## src/hdl/spm_pkg.sv

```systemverilog
// Shared types and constants for the stream pattern matcher.
package spm_pkg;

  localparam int PATTERN_MAX = 32;
  localparam int LEN_W       = 6;
  localparam int CFG_IDX_W   = 3;
  localparam int CFG_DATA_W  = 64;
  localparam int COUNT_W     = 32;
  localparam int BYTES_PER_REG = 8;

  // input word kinds
  typedef enum logic [1:0] {
    OP_START = 2'd0,
    OP_BYTE  = 2'd1,
    OP_END   = 2'd2,
    OP_RSVD  = 2'd3
  } op_t;

  // configuration register indexes
  localparam logic [CFG_IDX_W-1:0] REG_LEN  = 3'd0;
  localparam logic [CFG_IDX_W-1:0] REG_PAT0 = 3'd1;
  localparam logic [CFG_IDX_W-1:0] REG_PAT1 = 3'd2;
  localparam logic [CFG_IDX_W-1:0] REG_PAT2 = 3'd3;
  localparam logic [CFG_IDX_W-1:0] REG_PAT3 = 3'd4;

  // per-cycle control broadcast to every cell
  typedef struct packed {
    logic start;  // load pattern byte, clear partial match
    logic step;   // a stream byte is being taken
  } cell_ctrl_t;

endpackage

```

## src/hdl/stream_pattern_matcher.sv

```systemverilog
// Top level of the stream pattern matcher: config, control and the cell row.
//
//  channel | dir | handshake              | payload
//  --------+-----+------------------------+----------------------------------
//  in_     | in  | in_tvalid / in_tready  | tuser: operation; tdata: data_byte
//  out_    | out | out_tvalid / out_tready| tuser: found; tdata: bytes_consumed
//  cfg_    | in  | cfg_we (no wait)       | cfg_index, cfg_wdata
//
// Flow: one input word per clock while in_tready is high; a result is registered
// and shows in the cycle after the word that caused it. The row of cells keeps one
// partial-match bit per pattern position.
// Reset: synchronous, active low; the block comes up idle, waiting for a start.
// Stalls: in_tready drops only while a result is held and out_tready is low.
module stream_pattern_matcher (
  input  logic                              clk,
  input  logic                              rst_n,
  // input stream
  input  logic                              in_tvalid,
  output logic                              in_tready,
  input  logic [7:0]                        in_tdata,   // [7:0] data_byte
  input  logic [1:0]                        in_tuser,   // [1:0] operation
  // result stream
  output logic                              out_tvalid,
  input  logic                              out_tready,
  output logic [spm_pkg::COUNT_W-1:0]       out_tdata,  // [31:0] bytes_consumed
  output logic                              out_tuser,  // [0] found
  // configuration
  input  logic                              cfg_we,
  input  logic [spm_pkg::CFG_IDX_W-1:0]     cfg_index,
  input  logic [spm_pkg::CFG_DATA_W-1:0]    cfg_wdata
);

  localparam int N = spm_pkg::PATTERN_MAX;

  // configuration registers
  logic [spm_pkg::LEN_W-1:0] cfg_len_r;
  logic [7:0]                pat_cfg_r [N];
  logic [1:0]                grp;
  logic [spm_pkg::LEN_W-1:0] len_eff;

  // control state
  logic                      done_r;
  logic [spm_pkg::COUNT_W-1:0] count_r;
  logic [spm_pkg::COUNT_W-1:0] count_inc;
  logic                      out_valid_r;
  logic                      out_found_r;
  logic [spm_pkg::COUNT_W-1:0] out_count_r;

  logic                      in_acc;
  logic                      res_fire;
  spm_pkg::op_t              op;
  spm_pkg::cell_ctrl_t       ctrl;
  logic                      hit_chain [N+1];
  logic [N-1:0]              full_vec;
  logic                      any_full;

  // config writes: length register and four 8-byte pattern groups
  assign grp = 2'(cfg_index - spm_pkg::REG_PAT0);

  always_ff @(posedge clk) begin
    if (!rst_n) begin
      cfg_len_r <= spm_pkg::LEN_W'(1);
      for (int i = 0; i < N; i++) pat_cfg_r[i] <= 8'h00;
    end else if (cfg_we) begin
      unique case (cfg_index) inside
        spm_pkg::REG_LEN: cfg_len_r <= cfg_wdata[spm_pkg::LEN_W-1:0];
        spm_pkg::REG_PAT0, spm_pkg::REG_PAT1, spm_pkg::REG_PAT2, spm_pkg::REG_PAT3: begin
          for (int j = 0; j < spm_pkg::BYTES_PER_REG; j++)
            pat_cfg_r[{grp, 3'(j)}] <= cfg_wdata[j*8 +: 8];
        end
        default: ;  // index beyond the list: dropped
      endcase
    end
  end

  // zero length acts as one, anything above the row size is clipped
  always_comb begin
    len_eff = cfg_len_r;
    if (cfg_len_r == '0)
      len_eff = spm_pkg::LEN_W'(1);
    else if (cfg_len_r > spm_pkg::LEN_W'(N))
      len_eff = spm_pkg::LEN_W'(N);
  end

  // handshake
  assign in_tready = !out_valid_r || out_tready;
  assign in_acc    = in_tvalid && in_tready;
  assign op        = spm_pkg::op_t'(in_tuser);

  always_comb begin
    ctrl.start = in_acc && (op == spm_pkg::OP_START);
    ctrl.step  = in_acc && (op == spm_pkg::OP_BYTE) && !done_r;
  end

  // cell row; cell 0 always sees a matched empty prefix on its left
  assign hit_chain[0] = 1'b1;

  for (genvar i = 0; i < N; i++) begin : g_cell
    spm_cell u_cell (
      .clk        (clk),
      .rst_n      (rst_n),
      .ctrl       (ctrl),
      .pat_byte   (pat_cfg_r[i]),
      .is_last    (len_eff == spm_pkg::LEN_W'(i + 1)),
      .data_byte  (in_tdata),
      .prev_hit   (hit_chain[i]),
      .hit        (hit_chain[i+1]),
      .full_match (full_vec[i])
    );
  end

  assign any_full  = |full_vec;
  assign count_inc = (count_r == '1) ? count_r : count_r + 1'b1;

  // a word that closes a running search: match on a byte, or end of stream
  assign res_fire = in_acc && !done_r &&
                    ((op == spm_pkg::OP_BYTE && any_full) || op == spm_pkg::OP_END);

  // search state and result register
  always_ff @(posedge clk) begin
    if (!rst_n) begin
      done_r      <= 1'b1;
      count_r     <= '0;
      out_valid_r <= 1'b0;
    end else begin
      if (res_fire)
        out_valid_r <= 1'b1;
      else if (out_tready)
        out_valid_r <= 1'b0;
      if (in_acc) begin
        case (op)
          spm_pkg::OP_START: begin
            done_r  <= 1'b0;
            count_r <= '0;
          end
          spm_pkg::OP_BYTE: begin
            if (!done_r) begin
              count_r <= count_inc;
              if (any_full)
                done_r <= 1'b1;
            end
          end
          spm_pkg::OP_END: begin
            if (!done_r)
              done_r <= 1'b1;
          end
          default: ;  // reserved code: no effect
        endcase
      end
    end
  end

  // result payload
  always_ff @(posedge clk) begin
    if (in_acc && !done_r) begin
      if (op == spm_pkg::OP_BYTE && any_full) begin
        out_found_r <= 1'b1;
        out_count_r <= count_inc;
      end else if (op == spm_pkg::OP_END) begin
        out_found_r <= 1'b0;
        out_count_r <= count_r;
      end
    end
  end

  assign out_tvalid = out_valid_r;
  assign out_tuser  = out_found_r;
  assign out_tdata  = out_count_r;

endmodule

```

## src/hdl/spm_cell.sv

```systemverilog
// One matcher cell: holds one pattern byte and the partial-match bit ending at it.
module spm_cell (
  input  logic                clk,
  input  logic                rst_n,
  input  spm_pkg::cell_ctrl_t ctrl,
  input  logic [7:0]          pat_byte,   // snapshot source, taken on start
  input  logic                is_last,    // this cell ends the pattern
  input  logic [7:0]          data_byte,
  input  logic                prev_hit,   // prefix up to the left neighbor matched
  output logic                hit,        // to the right neighbor
  output logic                full_match  // whole pattern ends at this byte
);

  logic [7:0] pat_r;
  logic       last_r;
  logic       hit_r;
  logic       hit_nxt;

  assign hit_nxt    = prev_hit && (pat_r == data_byte);
  assign hit        = hit_r;
  assign full_match = ctrl.step && hit_nxt && last_r;

  always_ff @(posedge clk) begin
    if (!rst_n) begin
      hit_r <= 1'b0;
    end else if (ctrl.start) begin
      hit_r <= 1'b0;
    end else if (ctrl.step) begin
      hit_r <= hit_nxt;
    end
  end

  always_ff @(posedge clk) begin
    if (ctrl.start) begin
      pat_r  <= pat_byte;
      last_r <= is_last;
    end
  end

endmodule

```

## config.mk

```make
export PLATFORM = sky130hd
export DESIGN_NAME = stream_pattern_matcher
export DESIGN_NICKNAME = d
export VERILOG_FILES = /design/src/hdl/spm_pkg.sv /design/src/hdl/stream_pattern_matcher.sv /design/src/hdl/spm_cell.sv
export SDC_FILE = /design/constraint.sdc
export NUM_CORES = 1
export LEC_CHECK = 0
export BUFFER_PORTS_ARGS = -buffer_cell sky130_fd_sc_hd__buf_2
export CORE_MARGIN = 1
export CORE_UTILIZATION = 30
export CTS_BUF_LIST = sky130_fd_sc_hd__clkbuf_8 sky130_fd_sc_hd__clkbuf_16
export DETAILED_ROUTE_END_ITERATION = 7
export PLACE_DENSITY_LB_ADDON = 0.2
export REMOVE_ABC_BUFFERS = 1
export SLEW_MARGIN = 10
export SYNTH_ARGS = -nofsm -noshare
export SYNTH_HDL_FRONTEND = slang
export SYNTH_HIERARCHICAL = 1
export SYNTH_SLANG_ARGS = --single-unit
```

## constraint.sdc

```tcl
create_clock -name clk -period 10.8 [get_ports clk]
set_input_delay 0.54 -clock clk [delete_from_list [all_inputs] [get_ports clk]]
set_output_delay 0.54 -clock clk [all_outputs]
set_load 0.01 [all_outputs]
```

**Word-level counts from Yosys, hierarchy flattened**

Memories as Yosys holds them, arrays and structs flattened. A register that Yosys moved wholly into a read port is not among the register bits.
Cells that the tools add are included.

- $lt $le $gt $ge: 1
- Reduce and logical (&&, ||, !) cells: 128
- Multiplexer cells: 42
- Add/subtract/negate cells: 2
- Bitwise gates (word level): 1
- Equality and inequality tests: 72

Operators with widths:

| kind | number |
|---|---|
| equality test 8 bit | 32 |
| 2-to-1 mux 32 bit | 4 |
| logical AND 1 bit | 102 |
| equality test 6 x 5 -> 1 bit, second input constant | 16 |
| 2-to-1 mux 8 bit | 8 |
| case mux 32 bit (2 select lines) | 1 |
| OR reduction 8 bit | 8 |
| equality test 6 x 4 -> 1 bit, second input constant | 8 |
| 2-to-1 mux 5 bit | 8 |
| adder 32 x 1 -> 32 bit, second input constant | 1 |
| equality test 32 bit, second input constant | 1 |
| OR reduction 32 bit | 1 |
| equality test 6 x 3 -> 1 bit, second input constant | 4 |
| 2-to-1 mux 1 bit | 18 |
| equality test 6 x 2 -> 1 bit, second input constant | 2 |
| 2-to-1 mux 6 bit | 2 |
| equality test 3 x 2 -> 1 bit, second input constant | 2 |
| equality test 6 x 1 -> 1 bit, second input constant | 1 |
| equality test 6 bit, second input constant | 1 |
| > comparator 6 bit, second input constant | 1 |
| logical NOT 6 bit | 1 |
| AND reduction 2 bit | 3 |
| nonzero test 2 bit | 3 |
| OR reduction 4 bit | 1 |
| 15 further kinds | 17 |

- Output and inout bits: 35
- Flip-flop bits (word level): 136
- Memories kept: 1
- Bits in writable memories: 256
- Bits of input ports: 82

Memory list:

| name | words | width | read ports | clocked after memory_dff | write ports | RTL line | source |
|---|---|---|---|---|---|---|---|
| pat_cfg_r | 32 | 8 | 32 | 32 | 32 | stream_pattern_matcher.sv:37 | `logic [7:0] pat_cfg_r [N];` |

**Logic depth before layout (Yosys ltp)**

Gate-level depths: netlist of run 1.

- Depth in word-level cells: 12
- Depth in mapped cells: 14
- Depth with buffers taken out: 13

**Hierarchy**

Netlist of run 1, hierarchy kept.

By module, submodules not included:

| module | cells an instance | area an instance (sq um) | sequential area each (sq um) | times used |
|---|---|---|---|---|
| stream_pattern_matcher | 1015 | 13668.1 | 9479.1 | 1 |
| spm_cell | 26 | 416.6 | 290.3 | 32 |

**Worst setup path before layout of run 1**

Ideal clock, no wire load.

- Path kind: input -> register
- Start: input port out_tready
- End: register g_cell[0].u_cell.hit_r
- Data arrival time: 9.203 ns
- Slack: 1.475 ns
- Buffers on the path: 1
- Setup time: 0.123 ns
- Stages on the path: 5
- Required time: 10.677 ns
- Cell sequence: nand2b_1 clkbuf_1 and3_1 nor4bb_1 a41o_1

RTL lines:

| item | RTL line | source |
|---|---|---|
| start: declaration | stream_pattern_matcher.sv:24 | `input logic out_tready,` |
| end signal: assignment | spm_cell.sv:29 | `hit_r <= hit_nxt;` |
| end: declaration | spm_cell.sv:16 | `logic hit_r;` |

**Final worst setup path of run 1**

- Start: register out_valid_r (netlist: out_tvalid)
- End: register out_count_r, in the netlist out_tdata[30], enable pin

- Longest elaborated chain between the ends: 11
- Elaborated cells on any way between the ends: 74
- Classes of those cells: 74 x reduce/logical

Ends and longest elaborated chain:

| item | RTL line | source |
|---|---|---|
| start: declaration | stream_pattern_matcher.sv:45 | `logic out_valid_r;` |
| start signal: assignment | stream_pattern_matcher.sv:124 | `out_valid_r <= 1'b0;` |
| start signal: assignment | stream_pattern_matcher.sv:127 | `out_valid_r <= 1'b1;` |
| start signal: assignment | stream_pattern_matcher.sv:129 | `out_valid_r <= 1'b0;` |
| logical NOT 1 bit | stream_pattern_matcher.sv:86 | `assign in_tready = !out_valid_r \|\| out_tready;` |
| logical OR 1 bit | stream_pattern_matcher.sv:86 |  |
| logical AND 1 bit | stream_pattern_matcher.sv:87 | `assign in_acc = in_tvalid && in_tready;` |
| logical AND 1 bit (2 in a row) | stream_pattern_matcher.sv:92 | `ctrl.step = in_acc && (op == spm_pkg::OP_BYTE) && !done_r;` |
| logical AND 1 bit (2 in a row) | spm_cell.sv:21 | `assign full_match = ctrl.step && hit_nxt && last_r;` |
| named net full_vec[27] | stream_pattern_matcher.sv:54 | `logic [N-1:0] full_vec;` |
| OR reduction 32 bit | stream_pattern_matcher.sv:112 | `assign any_full = \|full_vec;` |
| logical AND 1 bit | stream_pattern_matcher.sv:156 | `if (op == spm_pkg::OP_BYTE && any_full) begin` |
| nonzero test 2 bit (no source line) | - |  |
| AND reduction 2 bit (no source line) | - |  |
| end signal: assignment | stream_pattern_matcher.sv:158 | `out_count_r <= count_inc;` |
| end signal: assignment | stream_pattern_matcher.sv:161 | `out_count_r <= count_r;` |
| end: declaration | stream_pattern_matcher.sv:47 | `logic [spm_pkg::COUNT_W-1:0] out_count_r;` |

The timed path passes the listed nets, and every way through them passes these cells.
A chain may end at the register's enable or synchronous reset.

==> impl_results.md, run 1 <==
* Instance count after placement with tap cells included at 3088
* Vias in the first global route at 15500
* Type of origin of the critical path: flip-flop
* Total Nets Final at 2086
* Synthesized instance count at 1843
* Worst stage delay on the critical path at 0.69 ns
* Height of the die at 302 um
* Max capacitance violation total at 0
* Residual antenna-violating net count after detailed routing at 0
* Effective utilization at floorplan at 30.4%
* Leak at 0.0111 uW
* GR Overflow Total at 0
* Critical path's slowest cell: sky130_fd_sc_hd__nor3_2
* Top cell family by delay on the critical path: simple AND/OR/NAND/NOR gates
* Clock tree skew after final layout at 0.0375 ns
* Sinks on Clock Net at 648
* Cts hold-fix bufs at 0
* Synth warnings at 6
* Number of buffers added by the clock tree synthesis step at 74
* Mapped Avg Cell Area at 14.6 um2
* Failing checks: design-rule violations
* Setup bufs post-CTS at 0
* Worst Min Path Start: cfg_wdata[46]
* Core Util, Final at 35.4%
* Routed vias at 15100
* Sum Neg Setup Slack at 0 ns
* Final setup fails at 0
* Total I/O pin count at 117
* Wirelength per Cell at 21.5 um
* WHS at 0.231 ns
* Worst-path cell chain: nand2b_1 -> and2_2 -> buf_4 -> nand3_1 -> nor4_2 -> and3_1 -> nor4_1 -> nand4_1 -> o21ai_2 -> buf_4 -> inv_1 -> nor2_1 -> nor3_2 -> buf_4
* Fin crit period at 4.58 ns
* Number of hold violations in the final report at 0
* Post-detailed-route via-to-cell ratio at 4.69
* Area inside the core boundary at 88600 um2
* Total number of H-tree levels at 3
* WHS Endpoint: pat_cfg_r[0][46]$_SDFFCE_PN0P_
* Slack of the worst reg-to-reg path at 6.22 ns
* Die Width at 302 um
* Crit. End Element: flip-flop
* Final routed wirelength across all metal layers at 69200 um
* Top fanout value on the critical path at 71
* Sw Ratio at 22.4%
* Slew at the pin closest to its max-slew limit at 1.14 ns
* Residual DRC count at 18
* Part of the cycle the worst path needs at 42.4%
* CTS tree: built
* Global-route wire length before repair at 103000 um
* Initial DRT Pass Iterations at 8
* Port Buffers at 116
* Portion of total power attributed to sequential cells at 51.5%
* Run status: finished with violations
* DR iter-0 viols at 946
* CP Data Arrival Time at 4.88 ns
* Number of instances resized during post-cts repair at 0
* Die area at 91100 um2
* Worst reg2reg endpoint: out_tdata[30]$_DFFE_PP_
* Reg2Reg Depth at 14
* Cell area after technology mapping at 27000 um2
* FF-to-FF Start: out_tvalid$_SDFFE_PN0P_
* Pint at 4290 uW
* Number of buffer and inverter instances along the worst setup path at 4
* Non-filler instance count after layout at 3227
* Unrepaired setup endpoints after global routing: false
* Weighted congestion at the end of routability-driven global placement at 0.819
* Layout overhead on the synthesized area at 16.5%
* Top achievable clock speed at 0.218 GHz
* Power per Cell Area at 176 nW/um2
* Type of the tightest min-delay check: input pin to flip-flop
* Class of the most critical setup path: flip-flop to flip-flop
* Maximum VDD drop at 0.0944 mV
* Max Root-Sink Buffers at 3
* Relative slew slack at 24.1%
* Final max-slew violation count at 0
* Fraction of power consumed by the clock network at 44.2%
* Antenna violations before repair at 10
* Overall fraction of global-route tracks in use at 15.3%
* Reported net switching power at 1240 uW
* Latest clock arrival within the worst-skew pair at 0.63 ns
* Fraction of layout cells with a size suffix above 1 at 14.8%
* Worst Path Required at 11.10 ns
* Part of the total power dissipated in combinational logic at 4.4%
* Number of cells on the worst hold path at 2
* Maximum number of pins on one net before global-route repair at 163
* Core Rows at 109
* Crit-path most repeated cell: sky130_fd_sc_hd__buf_4
* CTS clk-pin slew, worst paths at 0.06 ns
* Buffer cell driving the clock tree root: sky130_fd_sc_hd__clkbuf_16
* DPL Wire Length at 43800 um
-- per-layer routing --
layer / global-route usage [%] / up-vias / routed length, um
met5: 0 / - / 108
met4: 4.46 / 16 / 1360
met3: 2.64 / 93 / 3030
met2: 26.8 / 330 / 34900
met1: 19.3 / 7615 / 29800
li1: - / 7089 / -
-- layout make-up --
type | count | area [um2]
diodes | 3 | 7.51
multi-input cells | 1092 | 7880
clock inverters | 62 | 519
fillers | 8557 | 57300
inverters | 43 | 161
clock buffers | 74 | 1850
flip-flops and latches | 648 | 18700
well taps | 1165 | 1460
repair buffers | 140 | 773
-- worst register-to-register path, cell delays in order (launching register included) --
cell and delay (ns):
sky130_fd_sc_hd__dfxtp_1 0.31, sky130_fd_sc_hd__nand2b_1 0.27, sky130_fd_sc_hd__and2_2 0.21, sky130_fd_sc_hd__buf_4 0.60, sky130_fd_sc_hd__nand3_1 0.28, sky130_fd_sc_hd__nor4_2 0.31
sky130_fd_sc_hd__and3_1 0.20, sky130_fd_sc_hd__nor4_1 0.07, sky130_fd_sc_hd__nand4_1 0.26, sky130_fd_sc_hd__o21ai_2 0.10, sky130_fd_sc_hd__buf_4 0.25, sky130_fd_sc_hd__inv_1 0.16
sky130_fd_sc_hd__nor2_1 0.07, sky130_fd_sc_hd__nor3_2 0.69, sky130_fd_sc_hd__buf_4 0.45
-- metrics by stage --
stage	power [uW]	area, um2	worst slack, ns
after CTS	5610	31400	6.16
after global routing	5720	31400	5.80
after detailed placement	3150	29000	5.52
final	5530	31400	6.22
after floorplan	3030	26700	1.61
after global placement	3150	29000	5.65
-- power by group through the flow --
stage	Clock [uW]	Combinational, uW	Sequential (uW)
floorplan	0	119	2910
global placement	0	251	2900
detailed placement	0	251	2900
CTS	2510	252	2850
global route	2600	265	2850
finish	2440	242	2850
-- worst max path at each step --
stage | from | end | slack (ns) | cells after the start
after CTS | out_tvalid$_SDFFE_PN0P_ | out_tdata[19]$_DFFE_PP_ | 6.16 | 14
after detailed placement | in_tuser[1] | out_tdata[19]$_DFFE_PP_ | 5.52 | 17
final | out_tvalid$_SDFFE_PN0P_ | out_tdata[30]$_DFFE_PP_ | 6.22 | 14
after floorplan | out_tready | g_cell[0].u_cell/hit$_SDFFE_PP0P_ | 1.61 | 4
after global placement | in_tuser[1] | out_tdata[15]$_DFFE_PP_ | 5.65 | 17
after global routing | in_tuser[1] | out_tdata[30]$_DFFE_PP_ | 5.80 | 17
-- state kept, by name, indices dropped and copies added (netlist names) --
signal,flops
cfg_len_r,6
count_r,32
done_r,1
g_cell.u_cell/hit,31
g_cell.u_cell/last_r,32
g_cell.u_cell/pat_r,256
out_tdata,32
out_tuser,1
out_tvalid,1
pat_cfg_r,256
-- placed cells by master, fill, tap and decap left out, drive strengths merged, types with 6 or more instances in the layout --
cell type,count
mux2i,8
edfxtp,577
xnor2,136
buf,140
xor2,153
o21ai,20
a41o,31
a21oi,12
nand2,36
a31oi,13
clkbuf,74
clkinv,35
nor4,51
nand4,14
nor2,80
nor3,34
and2,262
and3,39
or3,7
dfxtp,71
nand3,84
inv,63
nor4bb,31
bufinv,6
nand2b,11
Power figures use the tool's default switching activity.
==> run 2: changes to the inputs <==
==> constraint.sdc (replaced) <==
create_clock -name clk -period 4.8 [get_ports clk]
set_input_delay 0.24 -clock clk [delete_from_list [all_inputs] [get_ports clk]]
set_output_delay 0.24 -clock clk [all_outputs]
set_load 0.01 [all_outputs]
==> impl_results.md, run 2 (synthesis results as in run 1) <==
* Relative slew slack at 29.3% (was 24.1%)
* Fin crit period at 3.85 ns (was 4.58 ns)
* Maximum number of pins on one net before global-route repair at 76 (was 163)
* Min setup slack post-route at 0.947 ns (was 6.22 ns)
* Layout overhead on the synthesized area at 20.0% (was 16.5%)
* Cts hold-fix bufs at 63 (was 0)
* CP endpoint: out_tdata[1]$_DFFE_PP_ (was out_tdata[30]$_DFFE_PP_)
* Slew at the pin closest to its max-slew limit at 1.06 ns (was 1.14 ns)
* Most used cells in the layout excluding fill and tap cells: sky130_fd_sc_hd__edfxtp_1 (577), sky130_fd_sc_hd__and2_1 (261), sky130_fd_sc_hd__xor2_1 (153) (unchanged)
* Final setup fails at 0 (unchanged)
* Worst Path Required at 5.18 ns (was 11.10 ns)
* Initial DRT Pass Iterations at 8 (unchanged)
* Global-route wire length before repair at 105000 um (was 103000 um)
* Final max-slew violation count at 0 (unchanged)
* GR Overflow Total at 0 (unchanged)
* Max Root-Sink Buffers at 3 (unchanged)
* Leak at 0.0115 uW (was 0.0111 uW)
* Maximum VDD drop at 0.257 mV (was 0.0944 mV)
* Number of instances resized during post-cts repair at 0 (unchanged)
* Port Buffers at 116 (unchanged)
* Crit path launch: done_r$_SDFFE_PN1P_ (was out_tvalid$_SDFFE_PN0P_)
* Run status: finished with violations (unchanged)
* Vias in the first global route at 16100 (was 15500)
* Setup slack at placement at 0.653 ns (was 5.52 ns)
* Part of the cycle the worst path needs at 80.3% (was 42.4%)
* Residual DRC count at 14 (was 18)
* Number of hold violations in the final report at 0 (unchanged)
* Class of the most critical setup path: flip-flop to flip-flop (unchanged)
* Crit. End Element: flip-flop (unchanged)
* Number of buffers added by the clock tree synthesis step at 75 (was 74)
* Commonest non-fill, non-tap cell in the layout: sky130_fd_sc_hd__edfxtp_1 (unchanged)
* DR iter-0 viols at 952 (was 946)
* Post-layout instance area at 32400 um2 (was 31400 um2)
* Slack of the worst reg-to-reg path at 0.95 ns (was 6.22 ns)
* Overall fraction of global-route tracks in use at 15.5% (was 15.3%)
* Routed vias at 15400 (was 15100)
* Die Width at 302 um (unchanged)
* CP Data Arrival Time at 4.24 ns (was 4.88 ns)
* Failing checks: design-rule violations (unchanged)
* Type of origin of the critical path: flip-flop (unchanged)
* DPL Wire Length at 45200 um (was 43800 um)
* Placement-stage cell area at 29200 um2 (was 29000 um2)
* Max capacitance violation total at 0 (unchanged)
* Type of the tightest min-delay check: input pin to flip-flop (unchanged)
* Fraction of layout cells with a size suffix above 1 at 14.7% (was 14.8%)
* Total I/O pin count at 117 (unchanged)
* Buffer cell driving the clock tree root: sky130_fd_sc_hd__clkbuf_16 (unchanged)
* Effective utilization at floorplan at 30.4% (unchanged)
* Unrepaired setup endpoints after global routing: false (unchanged)
* Final routed wirelength across all metal layers at 70100 um (was 69200 um)
* Top fanout value on the critical path at 30 (was 71)
* Die area at 91100 um2 (unchanged)
* CTS clk-pin slew, worst paths at 0.06 ns (about the same)
* Total Nets Final at 2162 (was 2086)
* Height of the die at 302 um (unchanged)
* Residual antenna-violating net count after detailed routing at 0 (unchanged)
* Power per Cell Area at 395 nW/um2 (was 176 nW/um2)
* Area inside the core boundary at 88600 um2 (unchanged)
* Antenna violations before repair at 7 (was 10)
* Sum Neg Setup Slack at 0 ns (unchanged)
* Worst reg2reg endpoint: out_tdata[1]$_DFFE_PP_ (was out_tdata[30]$_DFFE_PP_)
* Wirelength per Cell at 21.2 um (was 21.5 um)
* Total number of H-tree levels at 3 (unchanged)
* Core Rows at 109 (unchanged)
* Sinks on Clock Net at 648 (unchanged)
* Reg2Reg Depth at 11 (was 14)
* Setup bufs post-CTS at 0 (unchanged)
* Latest clock arrival within the worst-skew pair at 0.65 ns (was 0.63 ns)
* CTS tree: built (unchanged)
* FF-to-FF Start: done_r$_SDFFE_PN1P_ (was out_tvalid$_SDFFE_PN0P_)
* Top achievable clock speed at 0.260 GHz (was 0.218 GHz)
* Regs by FF count: g_cell.u_cell/pat_r (256), pat_cfg_r (256) (unchanged)
* Post-detailed-route via-to-cell ratio at 4.68 (was 4.69)
* Weighted congestion at the end of routability-driven global placement at 0.816 (was 0.819)
* Count of filler cells inserted in the layout at 8483 (was 8557)
* Clock tree skew after final layout at 0.0491 ns (was 0.0375 ns)
run 2: changes by cell type in the layout (fill, tap and decap cells not counted), sizes merged:
| cell | previous run | this run |
|---|---|---|
| buf | 140 | 152 |
| inv | 63 | 64 |
| dlygate4sd3 | 0 | 63 |
| clkinvlp | 1 | 3 |
| clkbuf | 74 | 78 |
| bufinv | 6 | 8 |
| clkinv | 35 | 25 |
run 2: how the worst min path moves through the flow:
stage | startpoint | to | slack (ns) | cells past startpoint
3_5_place_dp | pat_cfg_r[0][6]$_SDFFCE_PN0P_ | g_cell[0].u_cell/pat_r[6]$_DFFE_PP_ | 0.40 | 0
4_1_cts | cfg_wdata[53] | pat_cfg_r[3][53]$_SDFFCE_PN0P_ | 0.0007 | 2
2_1_floorplan | rst_n | cfg_len_r[0]$_SDFFE_PN1P_ | 0.30 | 1
5_1_grt | cfg_wdata[53] | pat_cfg_r[3][53]$_SDFFCE_PN0P_ | 0.03 | 2
6_report | cfg_wdata[53] | pat_cfg_r[3][53]$_SDFFCE_PN0P_ | 0.04 | 2
3_3_place_gp | pat_cfg_r[3][14]$_SDFFCE_PN0P_ | g_cell[25].u_cell/pat_r[6]$_DFFE_PP_ | 0.40 | 0
run 2: layer usage:
| metal | track usage [%] | share of wire, % | routed length, um | up-vias |
|---|---|---|---|---|
| met5 | 0 | 0.076 | 53 | - |
| met4 | 4.91 | 2.9 | 2030 | 8 |
| met3 | 2.56 | 3.6 | 2520 | 123 |
| met2 | 26.8 | 50 | 34900 | 300 |
| met1 | 19.9 | 44 | 30600 | 7793 |
| li1 | - | - | - | 7214 |
run 2: worst max-delay path, cell delays in order (launching register included):
cell and delay (ns):
sky130_fd_sc_hd__dfxtp_1 0.42, sky130_fd_sc_hd__and3b_1 0.22, sky130_fd_sc_hd__and2_2 0.41, sky130_fd_sc_hd__nand3_1 0.20
sky130_fd_sc_hd__nor4_2 0.08, sky130_fd_sc_hd__and3_1 0.19, sky130_fd_sc_hd__nor4_1 0.70, sky130_fd_sc_hd__nand4_1 0.31
sky130_fd_sc_hd__o21ai_2 0.22, sky130_fd_sc_hd__buf_4 0.36, sky130_fd_sc_hd__nor2_1 0.14, sky130_fd_sc_hd__mux2_2 0.31
run 2: where the power goes:
part | switching (uW) | total, uW | internal, uW
Sequential | 60.3 | 6410 | 6340
Clock | 2420 | 5790 | 3370
Combinational | 397 | 599 | 201
Total | 2880 | 12800 | 9920
run 2: layout make-up:
class | instances | area (um2) | area share (%)
Sequential cell | 648 | 18700 | 57.9
Multi-Input combinational cell | 1092 | 7880 | 24.3
Clock buffer | 78 | 1920 | 5.93
Timing Repair Buffer | 215 | 1580 | 4.89
Tap cell | 1165 | 1460 | 4.50
Clock inverter | 57 | 611 | 1.89
Inverter | 43 | 161 | 0.499
Antenna cell | 3 | 7.51 | 0.0232
run 2: stage by stage:
| step | utilization [%] | total power [uW] | hold WS, ns | std cells |
|---|---|---|---|---|
| after floorplan | - | 6810 | 0.302 | 1783 |
| final | 36.5 | 12800 | 0.0377 | 3301 |
| after CTS | 36.5 | 13000 | 0.000680 | 3298 |
| after detailed placement | 32.9 | 7100 | 0.405 | 3100 |
| after global routing | 36.5 | 13200 | 0.0260 | 3300 |
| after global placement | 32.9 | 7090 | 0.401 | 3100 |
